===== src/sv/bdlc_pkg.sv =====
// ----------------------------------------------------------------------------
// bdlc_pkg
// Types and constants shared by the push-button lamp dimmer level controller.
// ----------------------------------------------------------------------------
package bdlc_pkg;

  typedef struct packed {
    logic       bright_pressed;
    logic       dim_pressed;
    logic [9:0] sensor_level;
    logic [9:0] auto_level;
    logic [7:0] min_level;
  } in_item_t;

  typedef struct packed {
    logic [7:0] lamp_level;
    logic [2:0] check_interval;
    logic       test_active;
  } out_item_t;

  typedef enum logic [1:0] {
    COMBO_IDLE   = 2'd0,
    COMBO_BOTH   = 2'd1,
    COMBO_BRIGHT = 2'd2,
    COMBO_TEST   = 2'd3
  } combo_t;

  localparam logic [1:0] CFG_MAX_BRIGHT    = 2'd0;
  localparam logic [1:0] CFG_SET_POINT     = 2'd1;
  localparam logic [1:0] CFG_AUTO_THRESHOLD = 2'd2;

  localparam logic [7:0] MAX_BRIGHT_RESET    = 8'd253;
  localparam logic [9:0] SET_POINT_RESET     = 10'd600;
  localparam logic [9:0] AUTO_THRESHOLD_RESET = 10'd500;
  localparam logic [7:0] LEVEL_RESET         = 8'd208;

  localparam logic [2:0] INTERVAL_TEST   = 3'd2;
  localparam logic [2:0] INTERVAL_NORMAL = 3'd3;
  localparam logic [2:0] INTERVAL_EXIT   = 3'd5;

  localparam logic [7:0] COMBO_TIMEOUT = 8'h60;
  localparam logic [7:0] TEST_PASSES   = 8'd255;

  localparam logic [5:0] STEP_RAMP_UP   = 6'd0;
  localparam logic [5:0] STEP_RAMP_DOWN = 6'd1;
  localparam logic [5:0] STEP_LAST     = 6'd30;

endpackage


===== src/sv/button_dimmer_level_controller_top.sv =====
// ----------------------------------------------------------------------------
// button_dimmer_level_controller_top
// Lamp level controller driven by periodic button checks.
// ----------------------------------------------------------------------------
// Each request is one button check and gives exactly one result. The block
// takes a new request in every cycle while no stalled result holds it: a
// request is captured in an input register, and one pass of logic then
// updates the lamp level, the test-mode combo detector and the test sequence
// and loads the result register. The input and result registers are the
// only buffers, so a stalled result holds the pipeline and in_stall follows
// out_stall one stage back. Configuration writes are taken at any time but
// should be made only while idle.
// ----------------------------------------------------------------------------
module button_dimmer_level_controller_top (
  input  logic                 clk,
  input  logic                 rst_n,
  input  logic                 in_valid,
  output logic                 in_stall,
  input  bdlc_pkg::in_item_t   in_data,
  output logic                 out_valid,
  input  logic                 out_stall,
  output bdlc_pkg::out_item_t  out_data,
  input  logic                 cfg_we,
  input  logic [1:0]           cfg_index,
  input  logic [9:0]           cfg_wdata
);

  import bdlc_pkg::*;

  logic [7:0] hi_r;
  logic [9:0] set_point_r;
  logic [9:0] auto_threshold_r;

  logic      in_v_r;
  in_item_t  in_r;
  logic      out_v_r;
  out_item_t out_r;
  logic      fire;

  logic [7:0] level_r,   level_nxt;
  combo_t     combo_r,   combo_nxt;
  logic [5:0] step_r,    step_nxt;
  logic [7:0] pass_r,    pass_nxt;
  logic       held_r,    held_nxt;
  logic [2:0] interval_r, interval_nxt;

  assign fire      = in_v_r && (!out_v_r || !out_stall);
  assign in_stall  = in_v_r && !fire;
  assign out_valid = out_v_r;
  assign out_data  = out_r;

  always_ff @(posedge clk) begin
    if (!rst_n) begin
      hi_r             <= MAX_BRIGHT_RESET;
      set_point_r      <= SET_POINT_RESET;
      auto_threshold_r <= AUTO_THRESHOLD_RESET;
    end else if (cfg_we) begin
      unique case (cfg_index)
        CFG_MAX_BRIGHT:     hi_r             <= cfg_wdata[7:0];
        CFG_SET_POINT:      set_point_r      <= cfg_wdata;
        CFG_AUTO_THRESHOLD: auto_threshold_r <= cfg_wdata;
        default: ;
      endcase
    end
  end

  always_ff @(posedge clk) begin
    if (!rst_n) begin
      in_v_r <= 1'b0;
    end else if (!in_stall) begin
      in_v_r <= in_valid;
    end
  end

  always_ff @(posedge clk) begin
    if (in_valid && !in_stall) begin
      in_r <= in_data;
    end
  end

  always_ff @(posedge clk) begin
    if (!rst_n) begin
      out_v_r <= 1'b0;
    end else if (fire) begin
      out_v_r <= 1'b1;
    end else if (!out_stall) begin
      out_v_r <= 1'b0;
    end
  end

  always_ff @(posedge clk) begin
    if (fire) begin
      out_r.lamp_level     <= level_nxt;
      out_r.check_interval <= interval_nxt;
      out_r.test_active    <= (combo_nxt == COMBO_TEST);
    end
  end

  always_ff @(posedge clk) begin
    if (!rst_n) begin
      level_r    <= LEVEL_RESET;
      combo_r    <= COMBO_IDLE;
      step_r     <= STEP_RAMP_UP;
      pass_r     <= 8'd0;
      held_r     <= 1'b0;
      interval_r <= INTERVAL_NORMAL;
    end else if (fire) begin
      level_r    <= level_nxt;
      combo_r    <= combo_nxt;
      step_r     <= step_nxt;
      pass_r     <= pass_nxt;
      held_r     <= held_nxt;
      interval_r <= interval_nxt;
    end
  end

  always_comb begin
    logic              both;
    logic              bright_only;
    logic              dim_only;
    logic              automatic_mode;
    logic signed [9:0] lv;
    logic signed [9:0] lo_s;
    logic signed [9:0] hi_s;
    logic [7:0]        lo;
    logic [7:0]        pass_inc;
    combo_t            stage;

    both           = in_r.bright_pressed && in_r.dim_pressed;
    bright_only    = in_r.bright_pressed && !in_r.dim_pressed;
    dim_only       = in_r.dim_pressed && !in_r.bright_pressed;
    automatic_mode = (in_r.auto_level >= auto_threshold_r);
    lo             = in_r.min_level;
    lo_s           = $signed({2'b00, lo});
    hi_s           = $signed({2'b00, hi_r});
    lv             = $signed({2'b00, level_r});
    pass_inc       = pass_r + 8'd1;
    stage          = combo_r;

    level_nxt    = level_r;
    combo_nxt    = combo_r;
    step_nxt     = step_r;
    pass_nxt     = pass_r;
    held_nxt     = held_r;
    interval_nxt = interval_r;

    if (combo_r == COMBO_TEST) begin
      interval_nxt = INTERVAL_TEST;
      if (dim_only) begin
        combo_nxt    = COMBO_IDLE;
        interval_nxt = INTERVAL_EXIT;
      end else begin
        case (step_r) inside
          STEP_RAMP_UP: begin
            if ({1'b0, level_r} + 9'd1 > {1'b0, hi_r}) begin
              level_nxt = hi_r;
              step_nxt  = STEP_RAMP_DOWN;
            end else begin
              level_nxt = level_r + 8'd1;
            end
          end
          STEP_RAMP_DOWN: begin
            if ({1'b0, level_r} <= {1'b0, lo} + 9'd1) begin
              level_nxt = hi_r;
              step_nxt  = 6'd2;
            end else begin
              level_nxt = level_r - 8'd1;
            end
          end
          [6'd2:6'd4]: step_nxt = step_r + 6'd1;
          [6'd5:6'd8]: begin
            step_nxt  = step_r + 6'd2;
            level_nxt = lo;
          end
          [6'd9:6'd12]: begin
            step_nxt  = step_r + 6'd3;
            level_nxt = hi_r;
          end
          [6'd13:6'd16]: begin
            step_nxt  = step_r + 6'd4;
            level_nxt = lo;
          end
          [6'd17:6'd20]: begin
            step_nxt  = step_r + 6'd5;
            level_nxt = hi_r;
          end
          [6'd21:6'd24]: begin
            step_nxt  = step_r + 6'd6;
            level_nxt = lo;
          end
          default: begin
            level_nxt = lo;
            step_nxt  = STEP_RAMP_UP;
            pass_nxt  = pass_inc;
            if (pass_inc == TEST_PASSES) begin
              combo_nxt    = COMBO_IDLE;
              interval_nxt = INTERVAL_NORMAL;
              pass_nxt     = 8'd0;
            end
          end
        endcase
      end
    end else begin
      if (combo_r != COMBO_IDLE) begin
        pass_nxt = pass_inc;
        if (pass_inc == COMBO_TIMEOUT) begin
          interval_nxt = INTERVAL_NORMAL;
          pass_nxt     = 8'd0;
          stage        = COMBO_IDLE;
        end
      end
      if (stage == COMBO_IDLE && both) begin
        stage = COMBO_BOTH;
      end
      if (stage == COMBO_BOTH && bright_only) begin
        stage = COMBO_BRIGHT;
      end
      if (stage == COMBO_BRIGHT && both) begin
        stage    = COMBO_TEST;
        step_nxt = STEP_RAMP_UP;
        lv       = lo_s;
        pass_nxt = 8'd0;
      end
      combo_nxt = stage;
      if (both) begin
        if (!held_r) begin
          held_nxt = 1'b1;
          lv       = (lv == lo_s) ? hi_s : lo_s;
        end
      end else begin
        held_nxt = 1'b0;
      end
      if (bright_only) begin
        lv = automatic_mode ? hi_s : lv + 10'sd1;
      end
      if (dim_only) begin
        lv = automatic_mode ? lo_s : lv - 10'sd1;
      end
      if (automatic_mode) begin
        if (in_r.sensor_level > set_point_r) begin
          lv = lv - 10'sd1;
        end else if (in_r.sensor_level < set_point_r) begin
          lv = lv + 10'sd1;
        end
      end
      if (lv > hi_s) begin
        lv = hi_s;
      end
      if (lv < lo_s) begin
        lv = lo_s;
      end
      level_nxt = lv[7:0];
    end
  end

`ifndef NO_ASSERTIONS
  a_interval_outside_test: assert property (@(posedge clk) disable iff (!rst_n)
    out_v_r && !out_r.test_active |-> out_r.check_interval != INTERVAL_TEST)
    else $error("test interval reported outside test mode");

  a_step_range: assert property (@(posedge clk) disable iff (!rst_n)
    step_r <= STEP_LAST)
    else $error("test step out of range");

  a_state_holds: assert property (@(posedge clk) disable iff (!rst_n)
    !fire |=> $stable(level_r) && $stable(combo_r) && $stable(pass_r)
              && $stable(held_r) && $stable(interval_r))
    else $error("state changed without a request");

  a_result_follows: assert property (@(posedge clk) disable iff (!rst_n)
    fire |=> out_v_r && out_r.lamp_level == level_r)
    else $error("result missing after a processed request");
`endif

endmodule

===== config.mk =====
export PLATFORM = sky130hd
export DESIGN_NAME = button_dimmer_level_controller_top
export DESIGN_NICKNAME = d
export VERILOG_FILES = /design/src/sv/bdlc_pkg.sv /design/src/sv/button_dimmer_level_controller_top.sv
export SDC_FILE = /design/constraint.sdc
export NUM_CORES = 1
export LEC_CHECK = 0
export BUFFER_PORTS_ARGS = -buffer_cell sky130_fd_sc_hd__buf_2
export CORE_MARGIN = 3
export CORE_UTILIZATION = 30
export CTS_BUF_LIST = sky130_fd_sc_hd__clkbuf_4
export CTS_CLUSTER_SIZE = 28
export DETAILED_ROUTE_END_ITERATION = 12
export PLACE_DENSITY = 0.46
export SYNTH_ARGS = -nofsm -noshare
export SYNTH_HDL_FRONTEND = slang
export SYNTH_SLANG_ARGS = --single-unit

===== constraint.sdc =====
create_clock -name clk -period 17.7 [get_ports clk]
set_clock_uncertainty 0.05 [all_clocks]
set_input_delay 0.885 -clock clk [delete_from_list [all_inputs] [get_ports clk]]
set_output_delay 0.885 -clock clk [all_outputs]
set_load 0.01 [all_outputs]

# Word level (Yosys, flattened, before mapping)
# Cells that the tools add are included.
[word_totals]
reg_bits = 100
latch_bits = 0
ramBits = 0
rom_bits = 0
input_bits = 47
output_inout_bits = 14
elab_cells = 202
memories = 0
[classes]
n_addsub = 15
mul = 0
div_mod_pow = 0
magnitude_cmp = 19
eq_ne = 22
shift = 0
muxes = 92
bitwise_logic = 1
n_reduce_logical = 34
[op_table]
columns = ["op", "count"]
rows = [
  ["$mux W8", 28],
  ["$mux W10", 16],
  ["$mux W6", 13],
  ["$mux W2", 19],
  ["$add A10 B2 Y10 const B", 2],
  ["$sub A10 B2 Y10 const B", 2],
  ["$add A6 B3 Y6 const B", 3],
  ["$add A8 B1 Y9 const B", 2],
  ["$le A6 B5 Y1 const B", 3],
  ["$ne A2 B2 Y1 const B", 9],
  ["$add A8 B1 Y8 const B", 2],
  ["$logic_and A1 B1 Y1", 15],
  ["$add A6 B2 Y6 const B", 2],
  ["$ge A6 B4 Y1 const B", 2],
  ["$ge A6 B5 Y1 const B", 2],
  ["$le A6 B4 Y1 const B", 2],
  ["$mux W1", 12],
  ["$mux W3", 4],
  ["$reduce_and A11 Y1", 1],
  ["$eq A10 B9 Y1", 1],
  ["$ge A10 B10 Y1", 1],
  ["$gt A10 B10 Y1", 1],
  ["$gt A10 B9 Y1", 1],
  ["$lt A10 B10 Y1", 1],
  ["25 further kinds", 39],
]

# Depth between registers and ports, before layout
# Gate-level depths: netlist of the first run.
[depth]
word_depth = 41
ltp_mapped = 46
depth_no_buf = 44

# Worst setup path after synthesis of the first run
# OpenSTA, ideal clock, no wires.
[synth_timing]
path_type = "register to register"
from = "reg pass_r[3]"
to = "reg out_r, in the netlist out_data[8], data pin"
setup_ps = 269
arrival_ps = 8290
required_time_ps = 17381
slack_ps = 9092
stages_incl_launch_ff = 42
n_path_buf = 2
period_less_slack_ps = 8608
path_cell_list = "dfxtp_1 -> buf_2 -> nand3_2 -> nor4_1 -> nor4_1 -> a211oi_1 -> o31a_1 -> inv_1 -> ha_1 -> o21ai_0 -> a211oi_1 -> inv_1 -> ha_1 -> nand3_1 -> o31ai_1 -> a211oi_1 -> and4_1 -> o21ai_1 -> [... 6 more ...] -> a32oi_1 -> or2_2 -> a41o_1 -> nor2_2 -> nor3_1 -> a21o_1 -> ha_1 -> a21o_1 -> a21oi_1 -> nor2b_1 -> o21ai_0 -> nand2b_1 -> a21oi_1 -> a21boi_0 -> a41oi_1 -> buf_4 -> nor3_1 -> nor3_1"
[synth_between]
elab_chain_len = 41
word_cells_on_any_way = 42
cone_classes = "add/sub: 5; order compare: 2; eq/ne: 4; mux: 27; reduce/logical: 4"
[synth_rtl]
columns = ["item", "line_no", "source"]
rows = [
  ["from (decl)", "button_dimmer_level_controller_top.sv:43", "logic [7:0] pass_r, pass_nxt;"],
  ["from (signal assigned)", "button_dimmer_level_controller_top.sv:111", "pass_r <= pass_nxt;"],
  ["$add A8 B1 Y8 *", "button_dimmer_level_controller_top.sv:137", "pass_inc = pass_r + 8'd1;"],
  ["$eq A8 B7 Y1 *", "button_dimmer_level_controller_top.sv:206", "if (pass_inc == COMBO_TIMEOUT) begin"],
  ["$mux W2 *", "button_dimmer_level_controller_top.sv:206", ""],
  ["$mux W2 *", "button_dimmer_level_controller_top.sv:204", "if (combo_r != COMBO_IDLE) begin"],
  ["$mux W2 *", "button_dimmer_level_controller_top.sv:147", "if (combo_r == COMBO_TEST) begin"],
  ["$logic_not A2 Y1", "button_dimmer_level_controller_top.sv:212", "if (stage == COMBO_IDLE && both) begin"],
  ["$logic_and A1 B1 Y1", "button_dimmer_level_controller_top.sv:212", ""],
  ["$mux W2 *", "button_dimmer_level_controller_top.sv:212", ""],
  ["[... 26 more ...]", "--", ""],
  ["$mux W10 *", "button_dimmer_level_controller_top.sv:147", ""],
  ["$gt A10 B9 Y1", "button_dimmer_level_controller_top.sv:246", "if (lv > hi_s) begin"],
  ["$mux W10 *", "button_dimmer_level_controller_top.sv:246", ""],
  ["$mux W10 *", "button_dimmer_level_controller_top.sv:147", ""],
  ["$lt A10 B9 Y1", "button_dimmer_level_controller_top.sv:249", "if (lv < lo_s) begin"],
  ["$mux W8 *", "button_dimmer_level_controller_top.sv:249", ""],
  ["$mux W8 *", "button_dimmer_level_controller_top.sv:147", ""],
  ["via level_nxt[4]", "button_dimmer_level_controller_top.sv:40", "logic [7:0] level_r, level_nxt;"],
  ["to (decl)", "button_dimmer_level_controller_top.sv:37", "out_item_t out_r;"],
]
# The timed path passes the listed nets; every way through them passes the cells marked *. The select of a mux whose other input is x is not followed.
# A chain may end at the register's enable or synchronous reset.

# Final worst setup path of the first run
[layout_timing]
from = "reg in_r[29] in the netlist's numbering"
to = "reg out_r, in the netlist out_data[8], data pin"
[layout_between]
elab_chain_len = 36
word_cells_on_any_way = 41
cone_classes = "add/sub: 4; order compare: 2; eq/ne: 3; mux: 25; reduce/logical: 7"
[layout_rtl]
columns = ["item", "line_no", "source"]
rows = [
  ["from (decl)", "button_dimmer_level_controller_top.sv:35", "in_item_t in_r;"],
  ["from (signal assigned)", "button_dimmer_level_controller_top.sv:77", "in_r <= in_data;"],
  ["$logic_and A1 B1 Y1", "button_dimmer_level_controller_top.sv:129", "both = in_r.bright_pressed && in_r.dim_pressed;"],
  ["$logic_and A1 B1 Y1", "button_dimmer_level_controller_top.sv:212", ""],
  ["$mux W2", "button_dimmer_level_controller_top.sv:212", ""],
  ["$mux W2", "button_dimmer_level_controller_top.sv:147", ""],
  ["$eq A2 B1 Y1", "button_dimmer_level_controller_top.sv:215", "if (stage == COMBO_BOTH && bright_only) begin"],
  ["$logic_and A1 B1 Y1", "button_dimmer_level_controller_top.sv:215", ""],
  ["$mux W2", "button_dimmer_level_controller_top.sv:215", ""],
  ["$mux W2", "button_dimmer_level_controller_top.sv:147", ""],
  ["[... 21 more ...]", "--", ""],
  ["$mux W10", "button_dimmer_level_controller_top.sv:147", ""],
  ["$gt A10 B9 Y1", "button_dimmer_level_controller_top.sv:246", ""],
  ["$mux W10", "button_dimmer_level_controller_top.sv:246", ""],
  ["$mux W10", "button_dimmer_level_controller_top.sv:147", ""],
  ["$lt A10 B9 Y1", "button_dimmer_level_controller_top.sv:249", ""],
  ["$mux W8", "button_dimmer_level_controller_top.sv:249", ""],
  ["$mux W8 *", "button_dimmer_level_controller_top.sv:147", ""],
  ["via level_nxt[4]", "button_dimmer_level_controller_top.sv:40", ""],
]
# Marked as above.

==> results of run 1 <==
==> placed cells by master (no fill, tap or decap), types with 18 or more instances in the layout <==
cell        n
buf_2      60
ha_1       71
nand3_1    47
a21oi_1    82
nand2_1   122
inv_1      61
o21ai_0    72
xnor2_1    29
a21o_1     18
nor3_1     27
a211oi_1   33
nand4_1    18
edfxtp_1   42
o211ai_1   36
dfxtp_1    58
nor2_1     90
==> final cells by class <==
cell class	count	area, sq um	share of cell area
clock buffers	9	67.56	0.006961
repair buffers	75	412.9	0.04254
clock inverters	7	70.07	0.007219
diodes	1	2.502	0.0002578
inverters	62	232.7	0.02398
flip-flops and latches	100	2422	0.2496
multi-input cells	896	6017	0.6200
well taps	384	480.5	0.04950
==> how the worst max path moves through the flow <==
stage	cells after the start	from	slack [ps]	endpoint
finish	39	in_r[29]$_DFFE_PP_	7070	out_data[8]$_DFFE_PP_
global route	39	in_r[29]$_DFFE_PP_	6260	out_data[5]$_DFFE_PP_
CTS	39	in_r[29]$_DFFE_PP_	7220	out_data[8]$_DFFE_PP_
detailed placement	39	in_r[29]$_DFFE_PP_	7240	out_data[8]$_DFFE_PP_
global placement	39	in_r[29]$_DFFE_PP_	7540	out_data[5]$_DFFE_PP_
floorplan	41	pass_r[3]$_SDFFE_PN0P_	9090	out_data[8]$_DFFE_PP_
==> logic make-up after synthesis <==
logic type / share of synthesized area
buffers and inverters: 0.05788
and+or+nand+nor: 0.2249
xor gates and xnor gates: 0.03523
DFF: 0.2707
AOI/OAI and AO/OA: 0.2880
muxes: 0.02293
adders and majority gates: 0.1004
==> per-stage QoR <==
| step | cell area (sq um) | power, mW | setup slack [ps] |
|---|---|---|---|
| 6_report | 9706 | 0.7081 | 7074 |
| 5_1_grt | 9706 | 0.7578 | 6259 |
| 4_1_cts | 9703 | 0.7108 | 7221 |
| 3_5_place_dp | 9565 | 0.5766 | 7244 |
| 3_3_place_gp | 9565 | 0.5779 | 7540 |
| 2_1_floorplan | 8950 | 0.4946 | 9092 |
==> state kept, by name, indices dropped and copies added, names as in the netlist <==
register          flops
set_point_r          10
combo_r               2
out_valid             1
in_r                 30
auto_threshold_r     10
interval_r            3
pass_r                8
step_r                6
held_r                1
hi_r                  8
in_v_r                1
out_data             12
level_r               8
==> where the power goes <==
group          internal (mW)  switching (mW)
sequential             0.258          0.0189
clock                 0.0329          0.0990
combinational          0.116           0.183
==> layer usage <==
metal | GRT usage | routed length (um) | vias up
met1 | 0.2761 | 14390 | 4054
met2 | 0.2995 | 13290 | 309
met3 | 0.02944 | 1900 | 35
met5 | 0 | 0 | -
li1 | - | - | 4239
met4 | 0.05747 | 777 | 0
==> worst reg2reg max path, delay by kind of cell (launching register included) <==
kind                     cells  cell delay [ps]
adder cells (fa/ha/maj)      4             1140
flip-flops                   1              560
AND/OR/NAND/NOR             13             3130
XOR/XNOR                     1              290
AO/OA/AOI/OAI               19             5080
buffers and inverters        2              220
==> results.yml, run 1 <==
timing:
  fin_setup_tns_ps: 0
  setup_viol: 0
  hold_viol_final: 0
  fmax_ghz: 0.09411
  post-route-period-util: 0.6003
  maxSlewHeadroom: 0.2420
  rsz0062_at_grt: "no"
  timing.hold.ws_ps: 417.7
  slew_viol_final: 0
  worst_pin_slew_ps: 1137
  fin_crit_ps: 10630
critical_path:
  path_delay_family: "compound AO/OA/AOI/OAI gates"
  rr_endpoint: "out_data[8]$_DFFE_PP_"
  r2r_slack_ps: 7070
  crit_required_ps: 17980
  critPathCaptureType: "register"
  crit_slowest_cell: "a211oi_1"
  reg2reg_depth: 39
  path_buf_inv: 2
  crit_path_max_incr_delay_ps: 730
  crit_type: "register to register"
  cp.arrival_ps: 10910
  cp-start-kind: "register"
  r2r_start: "in_r[29]$_DFFE_PP_"
  worst-path-max-fanout: 24
  crit_top_cell: "ha_1"
logic_synthesis:
  yosysWarningCount: 0
  synth.area.top_cells: "edfxtp_1, dfxtp_1, ha_1"
  syn_nets: 1243
  ys_ff_latch: 100
  synth_top_area_frac: 0.1409
  seq_area_frac_synth: 0.2707
  ys_types: 102
  synthTopCellsByCount: "nand2_1, nor2_1, a21oi_1"
  async_flop_share: 0
  syn-cell-area_sq_mm: 0.008950
  synth_top_area_cell: "edfxtp_1"
  synthFlopType: "dfxtp_1"
  synth_edf_count: 42
  yosysMostFrequentCell: "nand2_1"
  syn_inst: 1125
  synth.avg_cell_area_sq_um: 7.955
floorplanning:
  dieArea_sq_mm: 0.03194
  dieHeight_um: 178.7
  initial_core_util: 0.3077
  rows: 62
  die-width_um: 178.7
  io-pin-count: 61
  core_sq_mm: 0.02909
hold_path:
  worstHoldStart: "auto_threshold_r[3]$_SDFFE_PN0P_"
  worst_hold_path_type: "register to register"
  min_path_cells: 2
  holdPathEnd: "auto_threshold_r[3]$_SDFFE_PN0P_"
cts:
  cts_tree: "done"
  htreeDepth: 3
  clock-root-buffer: "clkbuf_4"
  ctsResizeCount: 0
  clkSlewWorstSetupHoldPaths_ps: 240
  cts_setup_buffers: 0
  cts_sinks: 100
  max-clock-path-buffers: 2
  cts_buffers: 9
  clk_latency_ps: 540
  hold_buffers: 0
cells_and_area:
  final_nets: 1262
  fin_util: 0.3336
  instances_no_fill: 1534
  area_growth_pct: 8.444
  drive_above_1_share: 0.1140
  nFillCells: 3110
route:
  vias_per_cell: 5.630
  routed_wl_um: 30360
  routedWlPerCell_um: 19.79
  drc: 0
  first_pass_iters: 5
  postRouteAntennaNets: 0
  drt_iter0_drc: 693
  vias: 8637
global_routing:
  antenna_found_initial: 1
  grt_pass1_vias: 8210
  grt_max_degree: 31
  track_usage: 0.1930
  grt_overflow_total: 0
  grt_pass1_wl_um: 47940
job:
  maxCapViolations: 0
status:
  status: "finished clean"
place:
  placed_cells: 1517
  dp_hpwl_um: 22870
  portBuffers: 60
  place.gp.congestion: 0.9006
pwr:
  pwr_density_cell_mw_per_mm2: 72.96
  p_leak_nw: 3.784
  ir_worst_vdd_uv: 36.60
Power figures use the tool's default switching activity.
==> inputs of run 2 (changes only) <==
--- a/config.mk
+++ b/config.mk
@@ -11,7 +11,7 @@
 export CTS_BUF_LIST = sky130_fd_sc_hd__clkbuf_4
 export CTS_CLUSTER_SIZE = 28
 export DETAILED_ROUTE_END_ITERATION = 12
-export PLACE_DENSITY = 0.46
+export PLACE_DENSITY = 0.48
 export SYNTH_ARGS = -nofsm -noshare
 export SYNTH_HDL_FRONTEND = slang
 export SYNTH_SLANG_ARGS = --single-unit
==> constraint.sdc (replaced) <==
create_clock -name clk -period 9.71 [get_ports clk]
set_clock_uncertainty 0.05 [all_clocks]
set_input_delay 0.4855 -clock clk [delete_from_list [all_inputs] [get_ports clk]]
set_output_delay 0.4855 -clock clk [all_outputs]
set_load 0.01 [all_outputs]
==> run 2 against run 1 <==
Against the previous run:
- non-clock buffer count increased by 31
- highest routed layer unchanged
- total power up 87%
- critical path depth grew 2
- critical path type unchanged
- via count up 2.1%
- clock-buffer cell count unchanged
- utilization rose by 0.92 points
==> results.yml, run 2 (synthesis gave the netlist of run 1 again) <==
route:
  vias_per_cell: 5.636
  drc: 0
  first_pass_iters: 5
  vias: 8820
  routed_wl_um: 31280
  drt_iter0_drc: 736
  routedWlPerCell_um: 19.99
  postRouteAntennaNets: 0
place:
  place.gp.congestion: 0.9373
  placed_cells: 1544
  dp_hpwl_um: 23680
  portBuffers: 60
cells_and_area:
  instances_no_fill: 1565
  fin_util: 0.3428
  top_register: "in_r"
  area_growth_pct: 11.42
  largest_reg_flops: 30
  ff_latch_area_sq_mm: 0.002422
  layout_commonest_cell: "nand2_1"
  multi_input_area_sq_mm: 0.006051
  final_nets: 1293
  drive_above_1_share: 0.1432
  final_cell_mix: "nand2_1, nor2_1, a21oi_1"
  nFillCells: 3079
timing:
  fmax_ghz: 0.1113
  fin_setup_tns_ps: 0
  setup_viol: 0
  fin_crit_ps: 8984
  worst_pin_slew_ps: 1272
  slew_viol_final: 0
  rsz0062_at_grt: "no"
  post-route-period-util: 0.9253
  hold_viol_final: 0
  maxSlewHeadroom: 0.1521
hold_path:
  worst_hold_path_type: "primary input to register"
  worstHoldStart: "in_data[27]"
critical_path:
  critPathCaptureType: "register"
  startpoint: "pass_r[1]$_SDFFE_PN0P_"
  r2r_start: "pass_r[1]$_SDFFE_PN0P_"
  crit_slowest_cell: "dfxtp_1"
  path_buf_inv: 3
  crit_required_ps: 9920
  crit_type: "register to register"
  worst-path-max-fanout: 11
  crit_top_cell: "a21oi_1"
  crit_path_max_incr_delay_ps: 500
  path_delay_family: "compound AO/OA/AOI/OAI gates"
  cp-start-kind: "register"
  cp.arrival_ps: 9190
cts:
  cts_tree: "done"
  clk_latency_ps: 520
  hold_buffers: 0
  max-clock-path-buffers: 2
  cts_sinks: 100
  htreeDepth: 3
  clkSlewWorstSetupHoldPaths_ps: 200
  clock-root-buffer: "clkbuf_4"
  cts_buffers: 9
floorplanning:
  initial_core_util: 0.3077
  core_sq_mm: 0.02909
  dieArea_sq_mm: 0.03194
  dieHeight_um: 178.7
  die-width_um: 178.7
  io-pin-count: 61
  rows: 62
job:
  maxCapViolations: 0
pwr:
  fin_total_pwr_mw: 1.324
  ir_worst_vdd_uv: 68.52
  pwr_density_cell_mw_per_mm2: 132.7
  p_leak_nw: 3.932
global_routing:
  grt_overflow_total: 0
  grt_max_degree: 31
  grt_pass1_wl_um: 48190
  grt_pass1_vias: 8299
  antenna_found_initial: 1
  track_usage: 0.1957
status:
  status: "finished clean"
[run 2: cell count changes in the layout (fill, tap and decap cells not counted), moves of 2 or more]
cell / delta
a211oi_1: -2
a211oi_2: +2
buf_4: +31
nor3_1: -2
nor3_2: +2
[run 2: worst paths after layout]
check                                      to  slack [ps]  cells after the start
setup / recovery        out_data[5]$_DFFE_PP_         730                     41
hold / removal             in_r[27]$_DFFE_PP_          70                      1
setup reg to reg        out_data[5]$_DFFE_PP_         730                     41
hold reg to reg   set_point_r[2]$_SDFFE_PN0P_         420                      2
[run 2: final cells by class]
cell class                      instances  area share
Clock buffer                            9    0.006775
Tap cell                              384     0.04818
Clock inverter                          7    0.007026
Timing Repair Buffer                  106     0.06474
Inverter                               62     0.02334
Sequential cell                       100      0.2429
Multi-Input combinational cell        896      0.6068
Antenna cell                            1   0.0002509
[run 2: through the flow]
| stage | cell area, sq um | worst slack, ps | hold WS (ps) |
|---|---|---|---|
| finish | 9972 | 725.7 | 71.72 |
| global route | 9972 | 9.940 | 28.33 |
| CTS | 9908 | 177.3 | 24.31 |
| detailed placement | 9771 | 221.6 | 402.4 |
| global placement | 9771 | 405.9 | 393.9 |
| floorplan | 8950 | 1102 | 385.2 |
[run 2: routing by layer]
| metal | part of all wire | track usage | wire, um | vias to the layer above |
|---|---|---|---|---|
| met5 | 0 | 0 | 0 | - |
| met4 | 0.025 | 0.06688 | 772 | 0 |
| li1 | - | - | - | 4293 |
| met2 | 0.43 | 0.2941 | 13380 | 331 |
| met3 | 0.073 | 0.03664 | 2278 | 46 |
| met1 | 0.47 | 0.2802 | 14850 | 4150 |
[run 2: power breakdown]
part / switching (mW) / leakage, nW / internal [mW]
sequential: 0.0204 / 0.875 / 0.471
clock: 0.176 / 0.0771 / 0.0599
combinational: 0.364 / 2.98 / 0.232
[run 2: repair_timing]
| action | in CTS | in global routing |
|---|---|---|
| setup endpoints to repair | 0 | 14 |
| resized for setup | 0 | 7 |
| buffers inserted | 0 | 4 |
